===== src/design/gillespie_birth_death_stepper_assert.svh =====
// Assertion macros used by the stepper back end.
`ifndef GILLESPIE_BIRTH_DEATH_STEPPER_ASSERT_SVH
`define GILLESPIE_BIRTH_DEATH_STEPPER_ASSERT_SVH

// Property checked on every clock edge outside reset.
`define GBD_ASSERT(lbl, prop, msg) \
  lbl: assert property (@(posedge clk) disable iff (!rst_n) prop) else $error(msg);

// Property that must never hold outside reset.
`define GBD_NEVER(lbl, prop, msg) \
  lbl: assert property (@(posedge clk) disable iff (!rst_n) !(prop)) else $error(msg);

`endif


===== src/design/gbd_pkg.sv =====
// Shared types and constants of the birth-death stepper.
package gbd_pkg;

  localparam int TIME_W    = 48;
  localparam int DRAW_W    = 32;
  localparam int POP_W     = 11;
  localparam int ZEAL_W    = 10;
  localparam int ALPHA_W   = 17;
  localparam int OUT_CNT_W = 10;
  localparam int LOG_BITS  = 26;
  localparam int NEG_LN_W  = 38;
  localparam int CFG_IDX_W = 8;
  localparam int QUEUE_DEPTH = 2;

  localparam int DEF_MAX_POPULATION     = 1024;
  localparam int DEF_TIME_FRACTION_BITS = 24;

  localparam logic [31:0]        LN2_Q32   = 32'd2977044472;
  localparam logic [ALPHA_W-1:0] ALPHA_ONE = 17'd65536;
  localparam logic [TIME_W-1:0]  TIME_MAX  = 48'hFFFF_FFFF_FFFF;

  localparam logic [POP_W-1:0]   RST_POPULATION = 11'd100;
  localparam logic [ZEAL_W-1:0]  RST_ZEALOT     = 10'd1;
  localparam logic [ALPHA_W-1:0] RST_ALPHA      = 17'd32768;
  localparam logic [TIME_W-1:0]  RST_TIME_LIMIT = 48'd1677721600000;

  localparam logic [CFG_IDX_W-1:0] REG_POPULATION = 8'd0;
  localparam logic [CFG_IDX_W-1:0] REG_ZEALOT     = 8'd1;
  localparam logic [CFG_IDX_W-1:0] REG_ALPHA      = 8'd2;
  localparam logic [CFG_IDX_W-1:0] REG_TIME_LIMIT = 8'd3;

  localparam logic OUTCOME_FIXATION = 1'b0;
  localparam logic OUTCOME_TIMEOUT  = 1'b1;

  typedef struct packed {
    logic [POP_W-1:0]   population_size;
    logic [ZEAL_W-1:0]  zealot_count;
    logic [ALPHA_W-1:0] payoff_alpha;
    logic [TIME_W-1:0]  time_limit;
  } cfg_t;

  typedef struct packed {
    logic [NEG_LN_W-1:0] neg_ln;
    logic [DRAW_W-1:0]   choice_draw;
  } step_t;

  typedef struct packed {
    logic not_empty;
    logic not_full;
  } queue_status_t;

endpackage


===== src/design/gbd_queue.sv =====
// Short queue of prepared steps between the front and back ends.
module gbd_queue import gbd_pkg::*; (
  input  logic          clk,
  input  logic          rst_n,
  input  logic          push,
  input  step_t         push_data,
  input  logic          pop,
  output step_t         pop_data,
  output queue_status_t status
);

  localparam int PTR_W = $clog2(QUEUE_DEPTH);
  localparam int CNT_W = $clog2(QUEUE_DEPTH + 1);

  step_t            mem_r [QUEUE_DEPTH];
  logic [PTR_W-1:0] wr_ptr_r, rd_ptr_r;
  logic [CNT_W-1:0] count_r;

  assign status.not_empty = (count_r != '0);
  assign status.not_full  = (count_r != CNT_W'(QUEUE_DEPTH));
  assign pop_data         = mem_r[rd_ptr_r];

  always_ff @(posedge clk) begin
    if (!rst_n) begin
      wr_ptr_r <= '0;
      rd_ptr_r <= '0;
      count_r  <= '0;
    end else begin
      if (push) begin
        wr_ptr_r <= (wr_ptr_r == PTR_W'(QUEUE_DEPTH - 1)) ? '0 : wr_ptr_r + 1'b1;
      end
      if (pop) begin
        rd_ptr_r <= (rd_ptr_r == PTR_W'(QUEUE_DEPTH - 1)) ? '0 : rd_ptr_r + 1'b1;
      end
      count_r <= count_r + CNT_W'(push) - CNT_W'(pop);
    end
    if (push) begin
      mem_r[wr_ptr_r] <= push_data;
    end
  end

endmodule


===== config.mk =====
export PLATFORM = sky130hd
export DESIGN_NAME = gbd_queue
export DESIGN_NICKNAME = d
export VERILOG_FILES = /design/src/design/gillespie_birth_death_stepper_assert.svh /design/src/design/gbd_pkg.sv /design/src/design/gbd_queue.sv
export SDC_FILE = /design/constraint.sdc
export NUM_CORES = 1
export LEC_CHECK = 0
export BUFFER_PORTS_ARGS = -buffer_cell sky130_fd_sc_hd__buf_2
export CAP_MARGIN = 15
export CORE_ASPECT_RATIO = 1.2
export CORE_MARGIN = 4
export CORE_UTILIZATION = 45
export CTS_BUF_LIST = sky130_fd_sc_hd__clkbuf_4
export DETAILED_ROUTE_END_ITERATION = 10
export PLACE_DENSITY = 0.72
export SLEW_MARGIN = 10
export SYNTH_ARGS = -nofsm -noshare
export SYNTH_HDL_FRONTEND = slang
export SYNTH_SLANG_ARGS = --single-unit

===== constraint.sdc =====
create_clock -name clk -period 4.9 [get_ports clk]
set_input_delay 0 -clock clk [delete_from_list [all_inputs] [get_ports clk]]
set_output_delay 0 -clock clk [all_outputs]
set_load 0.03 [all_outputs]

== Yosys cells after proc, flatten, opt, wreduce, memory -nomap -nowiden ==
Memories as Yosys holds them, arrays and structs flattened. A register that Yosys moved wholly into a read port is not among the register bits.
Cells that the tools add are included.
Word-level totals
  bits in writable memories: 140
  memories kept: 1
  flip-flop bits (word level): 4
  input port bits: 74
  logic and storage cells: 16
Operators by class
  multiplexer cells: 6
  reductions and logical operators: 1
  add/sub/neg operators: 4
  equal/unequal tests: 1
Memories
  mem_r: depth 2, width 70, read ports 1, clocked after memory_dff 1, wr ports 1, line gbd_queue.sv:15  | step_t mem_r [QUEUE_DEPTH];
Operators by type and width (count)
  $mux 1: 6
  $add 1x1->1 const B: 2
  $add 2x1->2: 1
  $ne 2x2->1 const B: 1
  $reduce_bool 2->1: 1
  $sub 2x1->2: 1

== Depth between registers and ports, before layout ==
  depth after elaboration: 4
  depth in mapped cells: 6
  gate-level depth less buffers: 6

== Worst setup path before layout ==
No wires, ideal clock.
  path kind: flip-flop to flip-flop
  start: reg wr_ptr_r
  end: mem mem_r[0][0] (netlist name), enable pin
  slack: 0.957 ns
  clock period less this slack: 3.943 ns
  stages on the path, launching flop included: 2
  library setup time: 0.508 ns
  arrival time: 3.435 ns
  cell sequence: dfxtp_1 -> nor2b_1
RTL lines
  start, declared: line gbd_queue.sv:16  | logic [PTR_W-1:0] wr_ptr_r, rd_ptr_r;
  start signal, assigned: line gbd_queue.sv:30  | wr_ptr_r <= (wr_ptr_r == PTR_W'(QUEUE_DEPTH - 1)) ? '0 : wr_ptr_r + 1'b1;
  end, declared: line gbd_queue.sv:15
Straight into the memory's write port.

==> results.toml <==
[clock_network]
clock_latency_ns = 0.50
cts_setup_buffers = 0
clock-root-buffer = "clkbuf_4"
holdBufCountCts = 74
cts_max_path_buffers = 2
htreeDepth = 4
cts_tree = "done"
numCtsBuffers = 17
clock_sinks = 145
cts.reportedPaths.clkPinSlew_ns = 0.12
cts_resized = 0

[route]
routed.top_layer = "met4"
detail-route-antenna-nets = 0
via_count = 2949
drt-pass1-iter-count = 4
drc = 0
route.met2.wl_mm = 5.32
wl_met3_microns = 619
drt-met1-wl_mm = 3.96
drt-total-wl_mm = 10.1
wire_per_inst_microns = 15.6
first_iter_violations = 125
viasPerCell = 4.57

[cells_and_area]
layout_common_cells = "buf_2, edfxtp_1, dlygate4sd3_1"
layout_commonest_cell = "buf_2"
area_delta_synth_final_pct = 33.3
utilization_pct = 61.7
final_nets = 547
nFillCells = 887
drive_gt1_share_pct = 51.9

[power_and_ir_drop]
power.density_nw_per_um2 = 366
ir_drop_mv = 0.246
leakagePower_nw = 3.01

[critical_path]
crit_end = "pop_data[18]"
ff2ff_setup_slack_ns = 2.83
cp-end-kind = "output pin"
r2r_end = "mem_r[0][8]"
cpPeakStageDelay_ns = 0.90
r2r_start = "wr_ptr_r"
critPathSlowestCell = "dfxtp_4"
start_kind = "flop"
cp.arrival_ns = 2.54
crit_type = "flop to output pin"
crit_cells = 3
cp_max_fo = 43
crit_buf_inv = 2
r2r_cells = 2
path_cells = "buf_4, mux2_4, buf_2"
cp.required_ns = 4.90
path_delay_family = "flip-flops"

[sta]
tightestPinTransition_ns = 0.940
hold_viol_final = 0
finClkSkew_ns = 0.0118
min_period_ns = 2.54
period_share_pct = 51.9
fmax_mhz = 393
fin_setup_tns_ns = 0
slew_viol_final = 0
finalSetupViolCount = 0
max-slew-margin-rel_pct = 37.3
rsz0062_at_grt = "false"

[logic_synthesis]
syn-instance-count = 239
yosysWarnings = 0
netlist-cell-type-count = 14
syn_area_sq_um = 5630
ys_ff_latch = 145
synth_mux_area_share_pct = 18.7
synthSimpleGateAreaFrac_pct = 0.955
synth_compound_area_share_pct = 0.133
synth_adder_area_share_pct = 0.444
yosysSeqAreaShare_pct = 76.4
synth_area_per_cell_sq_um = 23.6
synth_nets = 315
post_synth_xor_area_fraction_pct = 0.555
synth_top_family_by_area = "multiplexers"

[floorplan]
die_h_microns = 131
core_sq_um = 12200
die_area_sq_um = 14400
chipWidth_microns = 110
io_pins = 146
start_util_pct = 46.3
rows = 44

[place]
dp_hpwl_mm = 6.34
globalplace.congestion = 0.684
io_buffers = 145

[hold_path]
hold_class = "input pin to flop"
hold_path_depth = 2

[global_routing]
grt_max_degree = 71
grt.total_usage_pct = 14.3
grt_overflow = 0
grt_pass1_wl_mm = 15.2
grt_pass1_vias = 3136
antenna_found_initial = 1

[flow_run]
max_cap_violations = 0

[outcome]
outcome = "complete, no violations"
where the power goes:
group	internal [mW]	switching [mW]
Clock	0.418	0.407
Sequential	1.43	0.0371
Combinational	0.214	0.243
Total	2.06	0.687
layout make-up:
type,instances,area [sq um],area share [%]
Tap cell,161,201,2.68
Clock inverter,13,185,2.47
Multi-Input combinational cell,84,1180,15.7
Antenna cell,1,2.50,0.0333
Clock buffer,19,143,1.90
Inverter,2,7.51,0.100
Sequential cell,145,4310,57.4
Timing Repair Buffer,221,1480,19.7
logic make-up (layout without fill, tap and decap cells):
family,after synthesis,in the layout
flip-flops,145,145
multiplexers,70,70
buffers and inverters,10,255
AND/OR/NAND/NOR,9,9
adder cells (fa/ha/maj),2,2
XOR/XNOR,2,2
AO/OA/AOI/OAI,1,1
other,0,1
sequential cells by signal, summed over array words and instances (netlist names), named ones only:
name	cells
rd_ptr_r	1
count_r	2
wr_ptr_r	1
mem_r	140
cells in the mapped netlist:
cell | count | area (sq um)
edfxtp_1 | 140 | 4200
mux2_4 | 70 | 1050
buf_12 | 7 | 140
dfxtp_1 | 5 | 100
and2_1 | 4 | 25.0
nor2b_1 | 3 | 18.8
ha_1 | 2 | 25.0
inv_1 | 2 | 7.51
buf_6 | 1 | 11.3
nand2_1 | 1 | 3.75
o21a_1 | 1 | 7.51
or2_2 | 1 | 6.26
xnor3_1 | 1 | 22.5
xor2_1 | 1 | 8.76
metrics by stage:
stage                     hold slack (ns)  area [sq um]  setup slack [ns]  power [mW]  cells
after floorplan                    0.0989          5630             0.957        1.81    239
after global placement              0.188          6440              2.81        1.90    539
after detailed placement            0.191          6440              2.75        1.91    539
after CTS                           0.145          7500              2.26        2.78    645
after global routing                0.149          7510              2.17        2.87    646
final                               0.202          7510              2.36        2.75    646
worst min path at each step:
stage                  start      endpoint  slack, ns
3_5_place_dp    push_data[3]   mem_r[0][3]       0.19
5_1_grt        push_data[68]  mem_r[0][68]       0.15
3_3_place_gp   push_data[62]  mem_r[1][62]       0.19
6_report       push_data[68]  mem_r[1][68]       0.20
2_1_floorplan   push_data[0]   mem_r[0][0]        0.1
4_1_cts        push_data[57]  mem_r[1][57]       0.15
routing by layer:
metal / global-route usage, % / vias to the layer above
li1: - / 1413
met1: 15.9 / 1422
met2: 25.6 / 101
met3: 4.03 / 13
met4: 6.23 / 0
met5: 0 / -
worst reg2reg max path, stage by stage, from the launching register on:
cell	delay [ns]
dfxtp_1	0.36
nor2b_4	0.71
buf_4	0.63
Note: power is estimated with default switching activity, not from simulation.
