**src/design/gillespie_birth_death_stepper_assert.svh**
```systemverilog
// Assertion macros used by the stepper back end.
`ifndef GILLESPIE_BIRTH_DEATH_STEPPER_ASSERT_SVH
`define GILLESPIE_BIRTH_DEATH_STEPPER_ASSERT_SVH

// Property checked on every clock edge outside reset.
`define GBD_ASSERT(lbl, prop, msg) \
  lbl: assert property (@(posedge clk) disable iff (!rst_n) prop) else $error(msg);

// Property that must never hold outside reset.
`define GBD_NEVER(lbl, prop, msg) \
  lbl: assert property (@(posedge clk) disable iff (!rst_n) !(prop)) else $error(msg);

`endif

```
**src/design/gbd_pkg.sv**
```systemverilog
// Shared types and constants of the birth-death stepper.
package gbd_pkg;

  localparam int TIME_W    = 48;
  localparam int DRAW_W    = 32;
  localparam int POP_W     = 11;
  localparam int ZEAL_W    = 10;
  localparam int ALPHA_W   = 17;
  localparam int OUT_CNT_W = 10;
  localparam int LOG_BITS  = 26;
  localparam int NEG_LN_W  = 38;
  localparam int CFG_IDX_W = 8;
  localparam int QUEUE_DEPTH = 2;

  localparam int DEF_MAX_POPULATION     = 1024;
  localparam int DEF_TIME_FRACTION_BITS = 24;

  localparam logic [31:0]        LN2_Q32   = 32'd2977044472;
  localparam logic [ALPHA_W-1:0] ALPHA_ONE = 17'd65536;
  localparam logic [TIME_W-1:0]  TIME_MAX  = 48'hFFFF_FFFF_FFFF;

  localparam logic [POP_W-1:0]   RST_POPULATION = 11'd100;
  localparam logic [ZEAL_W-1:0]  RST_ZEALOT     = 10'd1;
  localparam logic [ALPHA_W-1:0] RST_ALPHA      = 17'd32768;
  localparam logic [TIME_W-1:0]  RST_TIME_LIMIT = 48'd1677721600000;

  localparam logic [CFG_IDX_W-1:0] REG_POPULATION = 8'd0;
  localparam logic [CFG_IDX_W-1:0] REG_ZEALOT     = 8'd1;
  localparam logic [CFG_IDX_W-1:0] REG_ALPHA      = 8'd2;
  localparam logic [CFG_IDX_W-1:0] REG_TIME_LIMIT = 8'd3;

  localparam logic OUTCOME_FIXATION = 1'b0;
  localparam logic OUTCOME_TIMEOUT  = 1'b1;

  typedef struct packed {
    logic [POP_W-1:0]   population_size;
    logic [ZEAL_W-1:0]  zealot_count;
    logic [ALPHA_W-1:0] payoff_alpha;
    logic [TIME_W-1:0]  time_limit;
  } cfg_t;

  typedef struct packed {
    logic [NEG_LN_W-1:0] neg_ln;
    logic [DRAW_W-1:0]   choice_draw;
  } step_t;

  typedef struct packed {
    logic not_empty;
    logic not_full;
  } queue_status_t;

endpackage

```
**src/design/gbd_front.sv**
```systemverilog
// Front end: accepts draws and turns the time draw into -ln(r1) in Q.32.
module gbd_front import gbd_pkg::*; (
  input  logic          clk,
  input  logic          rst_n,
  input  logic          in_tvalid,
  output logic          in_tready,
  input  logic [63:0]   in_tdata,
  input  queue_status_t q_status,
  output logic          push,
  output step_t         push_data
);

  localparam logic [2:0] F_IDLE = 3'd0;
  localparam logic [2:0] F_NORM = 3'd1;
  localparam logic [2:0] F_SQ   = 3'd2;
  localparam logic [2:0] F_MUL  = 3'd3;
  localparam logic [2:0] F_PUSH = 3'd4;

  logic [2:0]          state_r, state_nxt;
  logic [4:0]          step_r, step_nxt;
  logic [32:0]         m_r, m_nxt;
  logic [5:0]          exp_r, exp_nxt;
  logic [LOG_BITS-1:0] frac_r, frac_nxt;
  logic [DRAW_W-1:0]   choice_r, choice_nxt;
  logic [63:0]         prod_r, prod_nxt;

  logic [32:0] x;
  logic [4:0]  sh_amt;
  logic [31:0] top;
  logic [63:0] sq;
  logic [32:0] sq_hi;
  logic [31:0] q_log;

  assign in_tready = (state_r == F_IDLE);
  assign push      = (state_r == F_PUSH) && q_status.not_full;
  assign push_data.neg_ln      = prod_r[63:LOG_BITS];
  assign push_data.choice_draw = choice_r;

  always_comb begin
    state_nxt  = state_r;
    step_nxt   = step_r;
    m_nxt      = m_r;
    exp_nxt    = exp_r;
    frac_nxt   = frac_r;
    choice_nxt = choice_r;
    prod_nxt   = prod_r;
    x      = {1'b0, in_tdata[31:0]} + 33'd1;
    sh_amt = 5'd16 >> step_r[2:0];
    top    = m_r[31:0] >> (6'd32 - {1'b0, sh_amt});
    sq     = m_r[31:0] * m_r[31:0];
    sq_hi  = sq[63:31];
    q_log  = {6'd32 - exp_r, 26'd0} - {6'd0, frac_r};
    case (state_r)
      F_IDLE: begin
        if (in_tvalid) begin
          choice_nxt = in_tdata[63:32];
          frac_nxt   = '0;
          step_nxt   = '0;
          if (x[32]) begin
            // Draw of all ones: r1 is exactly one.
            m_nxt     = 33'h0_8000_0000;
            exp_nxt   = 6'd32;
            state_nxt = F_SQ;
          end else begin
            m_nxt     = x;
            exp_nxt   = 6'd31;
            state_nxt = F_NORM;
          end
        end
      end
      F_NORM: begin
        if (top == 32'd0) begin
          m_nxt   = {1'b0, m_r[31:0] << sh_amt};
          exp_nxt = exp_r - {1'b0, sh_amt};
        end
        if (step_r == 5'd4) begin
          step_nxt  = '0;
          state_nxt = F_SQ;
        end else begin
          step_nxt = step_r + 5'd1;
        end
      end
      F_SQ: begin
        if (sq_hi[32]) begin
          m_nxt    = {1'b0, sq_hi[32:1]};
          frac_nxt = {frac_r[LOG_BITS-2:0], 1'b1};
        end else begin
          m_nxt    = sq_hi;
          frac_nxt = {frac_r[LOG_BITS-2:0], 1'b0};
        end
        if (step_r == 5'(LOG_BITS - 1)) begin
          state_nxt = F_MUL;
        end else begin
          step_nxt = step_r + 5'd1;
        end
      end
      F_MUL: begin
        prod_nxt  = q_log * LN2_Q32;
        state_nxt = F_PUSH;
      end
      F_PUSH: begin
        if (q_status.not_full) begin
          state_nxt = F_IDLE;
        end
      end
      default: begin
        state_nxt = F_IDLE;
      end
    endcase
  end

  always_ff @(posedge clk) begin
    if (!rst_n) begin
      state_r <= F_IDLE;
    end else begin
      state_r <= state_nxt;
    end
    step_r   <= step_nxt;
    m_r      <= m_nxt;
    exp_r    <= exp_nxt;
    frac_r   <= frac_nxt;
    choice_r <= choice_nxt;
    prod_r   <= prod_nxt;
  end

endmodule

```
**config.mk**
```make
export PLATFORM = sky130hd
export DESIGN_NAME = gbd_front
export DESIGN_NICKNAME = d
export VERILOG_FILES = /design/src/design/gillespie_birth_death_stepper_assert.svh /design/src/design/gbd_pkg.sv /design/src/design/gbd_front.sv
export SDC_FILE = /design/constraint.sdc
export NUM_CORES = 2
export LEC_CHECK = 0
export ABC_AREA = 1
export BUFFER_PORTS_ARGS = -buffer_cell sky130_fd_sc_hd__buf_2
export CAP_MARGIN = 20
export CORE_ASPECT_RATIO = 1.5
export CORE_MARGIN = 2
export CORE_UTILIZATION = 61
export CTS_BUF_LIST = sky130_fd_sc_hd__clkbuf_2 sky130_fd_sc_hd__clkbuf_4 sky130_fd_sc_hd__clkbuf_8
export DETAILED_ROUTE_END_ITERATION = 12
export PLACE_DENSITY = 0.81
export SYNTH_ARGS = -nofsm -noshare
export SYNTH_HDL_FRONTEND = slang
export SYNTH_SLANG_ARGS = --single-unit
```
**constraint.sdc**
```tcl
create_clock -name clk -period 8.2 [get_ports clk]
set_input_delay 0.41 -clock clk [delete_from_list [all_inputs] [get_ports clk]]
set_output_delay 0.41 -clock clk [all_outputs]
set_load 0.05 [all_outputs]
```
**Yosys cells after proc, flatten, opt, wreduce, memory -nomap -nowiden**

Index checks and enable logic that the tools add are counted.

- Register bits: 165

- Add/sub/neg operators: 6
- Multiply operators: 2
- Equality and inequality tests: 12
- Shift-type cells: 3
- Multiplexer cells: 22
- Reductions and logical operators: 12

Operator list:

| kind | count |
|---|---|
| $mux W32 | 4 |
| $pmux W32 S3 | 1 |
| $mul A32 B32 Y64 | 1 |
| $mul A32 B29 Y61 const B | 1 |
| $pmux W26 S2 | 1 |
| $add A32 B1 Y33 const B | 1 |
| $logic_not A32 Y1 | 1 |
| $shl A32 B5 Y32 | 1 |
| $shr A32 B6 Y32 | 1 |
| $sub A32 B26 Y32 | 1 |
| $mux W26 | 1 |
| $mux W6 | 3 |
| $mux W5 | 3 |
| $pmux W3 S5 | 1 |
| $pmux W5 S3 | 1 |
| $mux W3 | 4 |
| $ne A2 B2 Y1 const B | 6 |
| $pmux W6 S2 | 1 |
| $reduce_and A3 Y1 | 3 |
| $eq A3 B2 Y1 const B | 2 |
| $sub A6 B5 Y6 | 1 |
| $sub A6 B5 Y6 const A | 1 |
| $sub A6 B6 Y6 const A | 1 |
| $add A5 B1 Y5 const B | 1 |
| other kinds (13) | 15 |

**Depth between registers and ports, before layout**

- Depth after elaboration: 6
- Mapped depth: 42
- Depth with buffers taken out: 41

**Worst setup path before layout**

OpenSTA, ideal clock, no wires.

- Kind: flip-flop to flip-flop
- From: register frac_r[0]
- To: register prod_r[62] (data pin)
- Setup time: 0.262 ns
- Arrival: 8.055 ns
- Slack: -0.117 ns
- Stages on the path, launching flop included: 32
- Path buffers: 1
- Clock period less this slack: 8.317 ns
- Cell sequence: edfxtp_1 buf_6 inv_1 ha_1 nand4_4 nor2_4 nand2_2 nor2_4 nand3_4 nor3_2 xor2_1 inv_1 fa_1 fa_1 inv_1 fa_1 fa_1 fa_1 fa_1 fa_1 inv_1 fa_1 inv_1 ha_1 nand2_1 nor2_1 inv_1 nor4_1 nand3_1 nand3_1 a21oi_1 xor2_1

- Word-level cells in the longest chain between the ends: 2

RTL lines:

| element | RTL line | text |
|---|---|---|
| start: declaration | gbd_front.sv:23 | `logic [LOG_BITS-1:0] frac_r, frac_nxt;` |
| start signal: assignment | gbd_front.sv:121 | `frac_r <= frac_nxt;` |
| $sub A32 B26 Y32 | gbd_front.sv:52 | `q_log = {6'd32 - exp_r, 26'd0} - {6'd0, frac_r};` |
| $mul A32 B29 Y61 | gbd_front.sv:98 | `prod_nxt = q_log * LN2_Q32;` |
| end signal: assignment | gbd_front.sv:123 | `prod_r <= prod_nxt;` |
| end: declaration | gbd_front.sv:25 | `logic [63:0] prod_r, prod_nxt;` |

Every way passes these cells.
A chain may end at the register's enable or synchronous reset.

**Final worst setup path**

- From: register frac_r[0]
- To: register prod_r[50] (data pin)

The elaborated chain is that of the path after synthesis.

==> summary by stage <==
Outcome
The run finished with clean final reports.

STA
The post-route minimum period is 8.000 ns. The number of failing hold endpoints at the final stage is 0. The period utilization is 0.9756. The timing-limited maximum frequency is 125.0 MHz. Once routing completed, OpenROAD measured the worst setup slack at 0.2003 ns. The number of pins exceeding their max-slew limit in the final report is 0. Setup repair after global routing could not meet its margin everywhere. The headroom to the max-slew limit is 0.2546. At the pin with the least slew margin, the transition time is 1.106 ns. Setup violations remaining at the end of the flow were counted as 0. Clock skew on the completed layout was measured at 0.01870 ns.

Clocking
TritonCTS built the clock tree. The depth of the CTS H-tree is 4. The clock latency at the later pin of the worst-skew pair is 0.57 ns. The tree built by TritonCTS fans out to 142 sinks. The clock slew seen by the registers of the worst setup and hold paths is 0.09 ns. In this run, CTS created clock tree buffers numbering 17. The root buffer cell chosen for the clock tree is sky130_fd_sc_hd__clkbuf_8. The longest clock path from root to sink contains 2 buffers.

Floorplan
The horizontal die dimension is 255.1 µm. The standard cell core area is 94100 µm². After floorplanning, the core was divided into 138 placement rows. The die outline area is 97090 µm².

The die is 380.6 µm tall. For this design the top-level I/O count stands at 141. The effective utilization at floorplan is 0.6130.

Routing
Wires add up to 188900 µm. Before antenna repair, the detailed router went through 7 iterations. In the routed design, unresolved DRC markers number 0. Dividing the detail-routed wire length by the instance count gives 21.22 µm. In this run, the number of DRC markers left after iteration 0 of detailed routing was 3132. The average vias per placed instance is 5.457. Once detail routing completed, the nets flagged for antenna violations numbered 0. The overall via count from detail_route is 48565.

Global route
The overall track demand over capacity in global routing is 0.4023. The total overflow left after global routing is 0. Entering global routing, the biggest net connects 61 pins. The via count of the first global-routing pass is 53514. The number of antenna violations at the first check in global routing is 2.

The first-pass GRT wire length is 288100 µm.

Critical path
On the critical path, the stage with the largest delay is an instance of sky130_fd_sc_hd__fa_1. The largest single stage delay on the critical path is 0.58 ns. The kind of end point of the critical path is a register. The arrival time at the worst endpoint is 8.31 ns.

The data required time at the worst endpoint is 8.51 ns. The setup path with the least slack is of type register to register. In this run the worst path has a maximum fanout of 5. The worst setup path is launched from a register. The cell repeated most along the worst path is sky130_fd_sc_hd__fa_1.

Synthesis
After synthesis, the mean cell area works out to 8.084 µm². The synthesized netlist net count is 8999. In the synthesized netlist the dominant register cell turns out to be sky130_fd_sc_hd__edfxtp_1. The share of the Yosys chip area taken by registers is 0.07340. The synthesized design contains 139 enable-type register cells.

The number of warning messages in the yosys log is 0. Synthesis instantiated 65 different standard cells from the library. Counting flops and latches in the post-synthesis netlist gives 142. The cell area that synthesis handed to floorplanning was 57690 µm². The share of synthesized flip-flops with an asynchronous set or reset is 0.

The post-synthesis cell count is 7136.

Final layout
In the final layout, the share of cells above drive strength 1 is 0.1100. The number of nets in the layout is 9490. Compared with the post-synthesis result, the final layout area differs by 11.63%. The count of cells in the finished layout, fillers not included, comes to 8900.

Placement
Counting tap cells, the placed design contains a total of 8817 instances. The final estimated routing congestion in global placement is 1.020. Once detailed placement completed, the half-perimeter wirelength came to 162400 µm. Before CTS, the worst setup slack after placement is -0.2007 ns.

Port buffering added 139 buffers.

Hold path
The path category of the worst min-delay check is input port to register.

Flow run
Max-cap violations in this run came to 0.
## synthesized netlist by cell type (7+ instances only)
master / instances / area, µm²
sky130_fd_sc_hd__ha_1: 674 / 8433
sky130_fd_sc_hd__nand2_1: 1433 / 5379
sky130_fd_sc_hd__inv_2: 22 / 82.58
sky130_fd_sc_hd__inv_1: 2031 / 7624
sky130_fd_sc_hd__nor4_1: 9 / 56.30
sky130_fd_sc_hd__xor2_1: 127 / 1112
sky130_fd_sc_hd__nand3_1: 274 / 1371
sky130_fd_sc_hd__nor3_1: 42 / 210.2
sky130_fd_sc_hd__fa_1: 1120 / 22420
sky130_fd_sc_hd__nand3b_1: 14 / 105.1
sky130_fd_sc_hd__o21a_1: 8 / 60.06
sky130_fd_sc_hd__or2_2: 7 / 43.79
sky130_fd_sc_hd__edfxtp_1: 139 / 4174
sky130_fd_sc_hd__nand2_2: 20 / 125.1
sky130_fd_sc_hd__buf_1: 18 / 67.56
sky130_fd_sc_hd__o211ai_1: 12 / 90.09
sky130_fd_sc_hd__a31oi_1: 26 / 162.7
sky130_fd_sc_hd__a21o_1: 28 / 210.2
sky130_fd_sc_hd__nor2_4: 7 / 78.83
sky130_fd_sc_hd__o21bai_1: 40 / 300.3
sky130_fd_sc_hd__buf_2: 19 / 95.09
sky130_fd_sc_hd__clkbuf_1: 113 / 424.2
sky130_fd_sc_hd__o21ai_0: 167 / 835.8
sky130_fd_sc_hd__buf_6: 8 / 90.09
sky130_fd_sc_hd__buf_4: 8 / 60.06
sky130_fd_sc_hd__xnor2_1: 49 / 429.2
sky130_fd_sc_hd__a21oi_1: 193 / 965.9
sky130_fd_sc_hd__nand4_1: 30 / 187.7
sky130_fd_sc_hd__nor2_1: 380 / 1426
sky130_fd_sc_hd__o21ai_1: 23 / 115.1
## flip-flops by register name, summed over array words and instances, names as in the netlist
register / count
choice_r: 32
exp_r: 6
frac_r: 26
m_r: 32
prod_r: 38
state_r: 3
step_r: 5
## layer usage
metal  part of all wire  routed length (µm)  GRT usage
met1               0.30               57080     0.3730
met4               0.13               24200     0.4120
met2               0.52               98410     0.7265
met3              0.048                9156    0.05316
met5           0.000069                  13          0
## path summary, 6_finish.rpt
path,startpoint,end,slack (ns),depth (start not counted)
max,frac_r[0],prod_r[50],0.20,33
min,in_tdata[63],choice_r[31],0.05,1
max reg2reg,frac_r[0],prod_r[50],0.20,33
min reg2reg,frac_r[15],frac_r[16],0.67,2
## worst max-delay path: cells and delay by family, from the launching register on
kind,cells,cell delay [ns]
AOI/OAI and AO/OA,1,0.07
xor gates and xnor gates,2,0.31
adders and majority gates,9,4.28
buffers and inverters,11,1.19
DFF,1,0.43
and+or+nand+nor,10,1.45
## final cells by class
class	instances	area, µm²
Multi-Input combinational cell	4772	45580
Fill cell	7627	29710
Inverter	2056	7727
Timing Repair Buffer	638	4851
Sequential cell	142	4234
Tap cell	1260	1577
Clock buffer	17	234.0
Clock inverter	14	190.2
Antenna cell	1	2.502
## timing repair
action,in CTS,in global routing
hold buffers,29,0
resized for setup,12,113
buffers inserted,2,19
hold endpoints to repair,29,0
pin swaps,2,43
setup endpoints to repair,22,68
## placed cells by master, fill, tap and decap left out, drive strengths merged, types with 2 or more instances in the layout
cell type and n:
a211oi 6, a21boi 6, a21o 28, a21oi 197, a221oi 2, a22oi 5, a31o 6, a31oi 26
and3 6, buf 609, bufinv 4, clkbuf 17, clkinv 7, clkinvlp 2, dfxtp 3, dlygate4sd3 29
edfxtp 139, fa 1120, ha 674, inv 2057, mux2i 3, nand2 1458, nand3 278, nand3b 14
nand4 31, nor2 393, nor3 48, nor4 9, o2111ai 4, o211ai 12, o21a 8, o21ai 192
o21bai 40, o22ai 6, or2 8, xnor2 49, xor2 134
## metrics by stage
| step | hold slack (ns) | util | cell area, µm² | TNS (ns) |
|---|---|---|---|---|
| after floorplan | 0.5089 | - | 57690 | 0 |
| after global placement | 0.5869 | 0.6683 | 62890 | -0.1599 |
| after detailed placement | 0.5884 | 0.6683 | 62890 | -2.000 |
| after CTS | 0.0003061 | 0.6766 | 63670 | 0 |
| after global routing | 0.03704 | 0.6843 | 64400 | -0.8713 |
| final | 0.04918 | 0.6843 | 64400 | 0 |
## logic make-up after synthesis
logic type,after synthesis,share of synthesized area
multiplexers,3,0.0005206
AND/OR/NAND/NOR,2248,0.1611
AO/OA/AOI/OAI,544,0.05403
buffers and inverters,2222,0.1466
flip-flops,142,0.07340
XOR/XNOR,183,0.02948
adder cells (fa/ha/maj),1794,0.5349
Power is not shown: default switching activity piles up to over one toggle a cycle in this logic, so the estimate is an artifact.
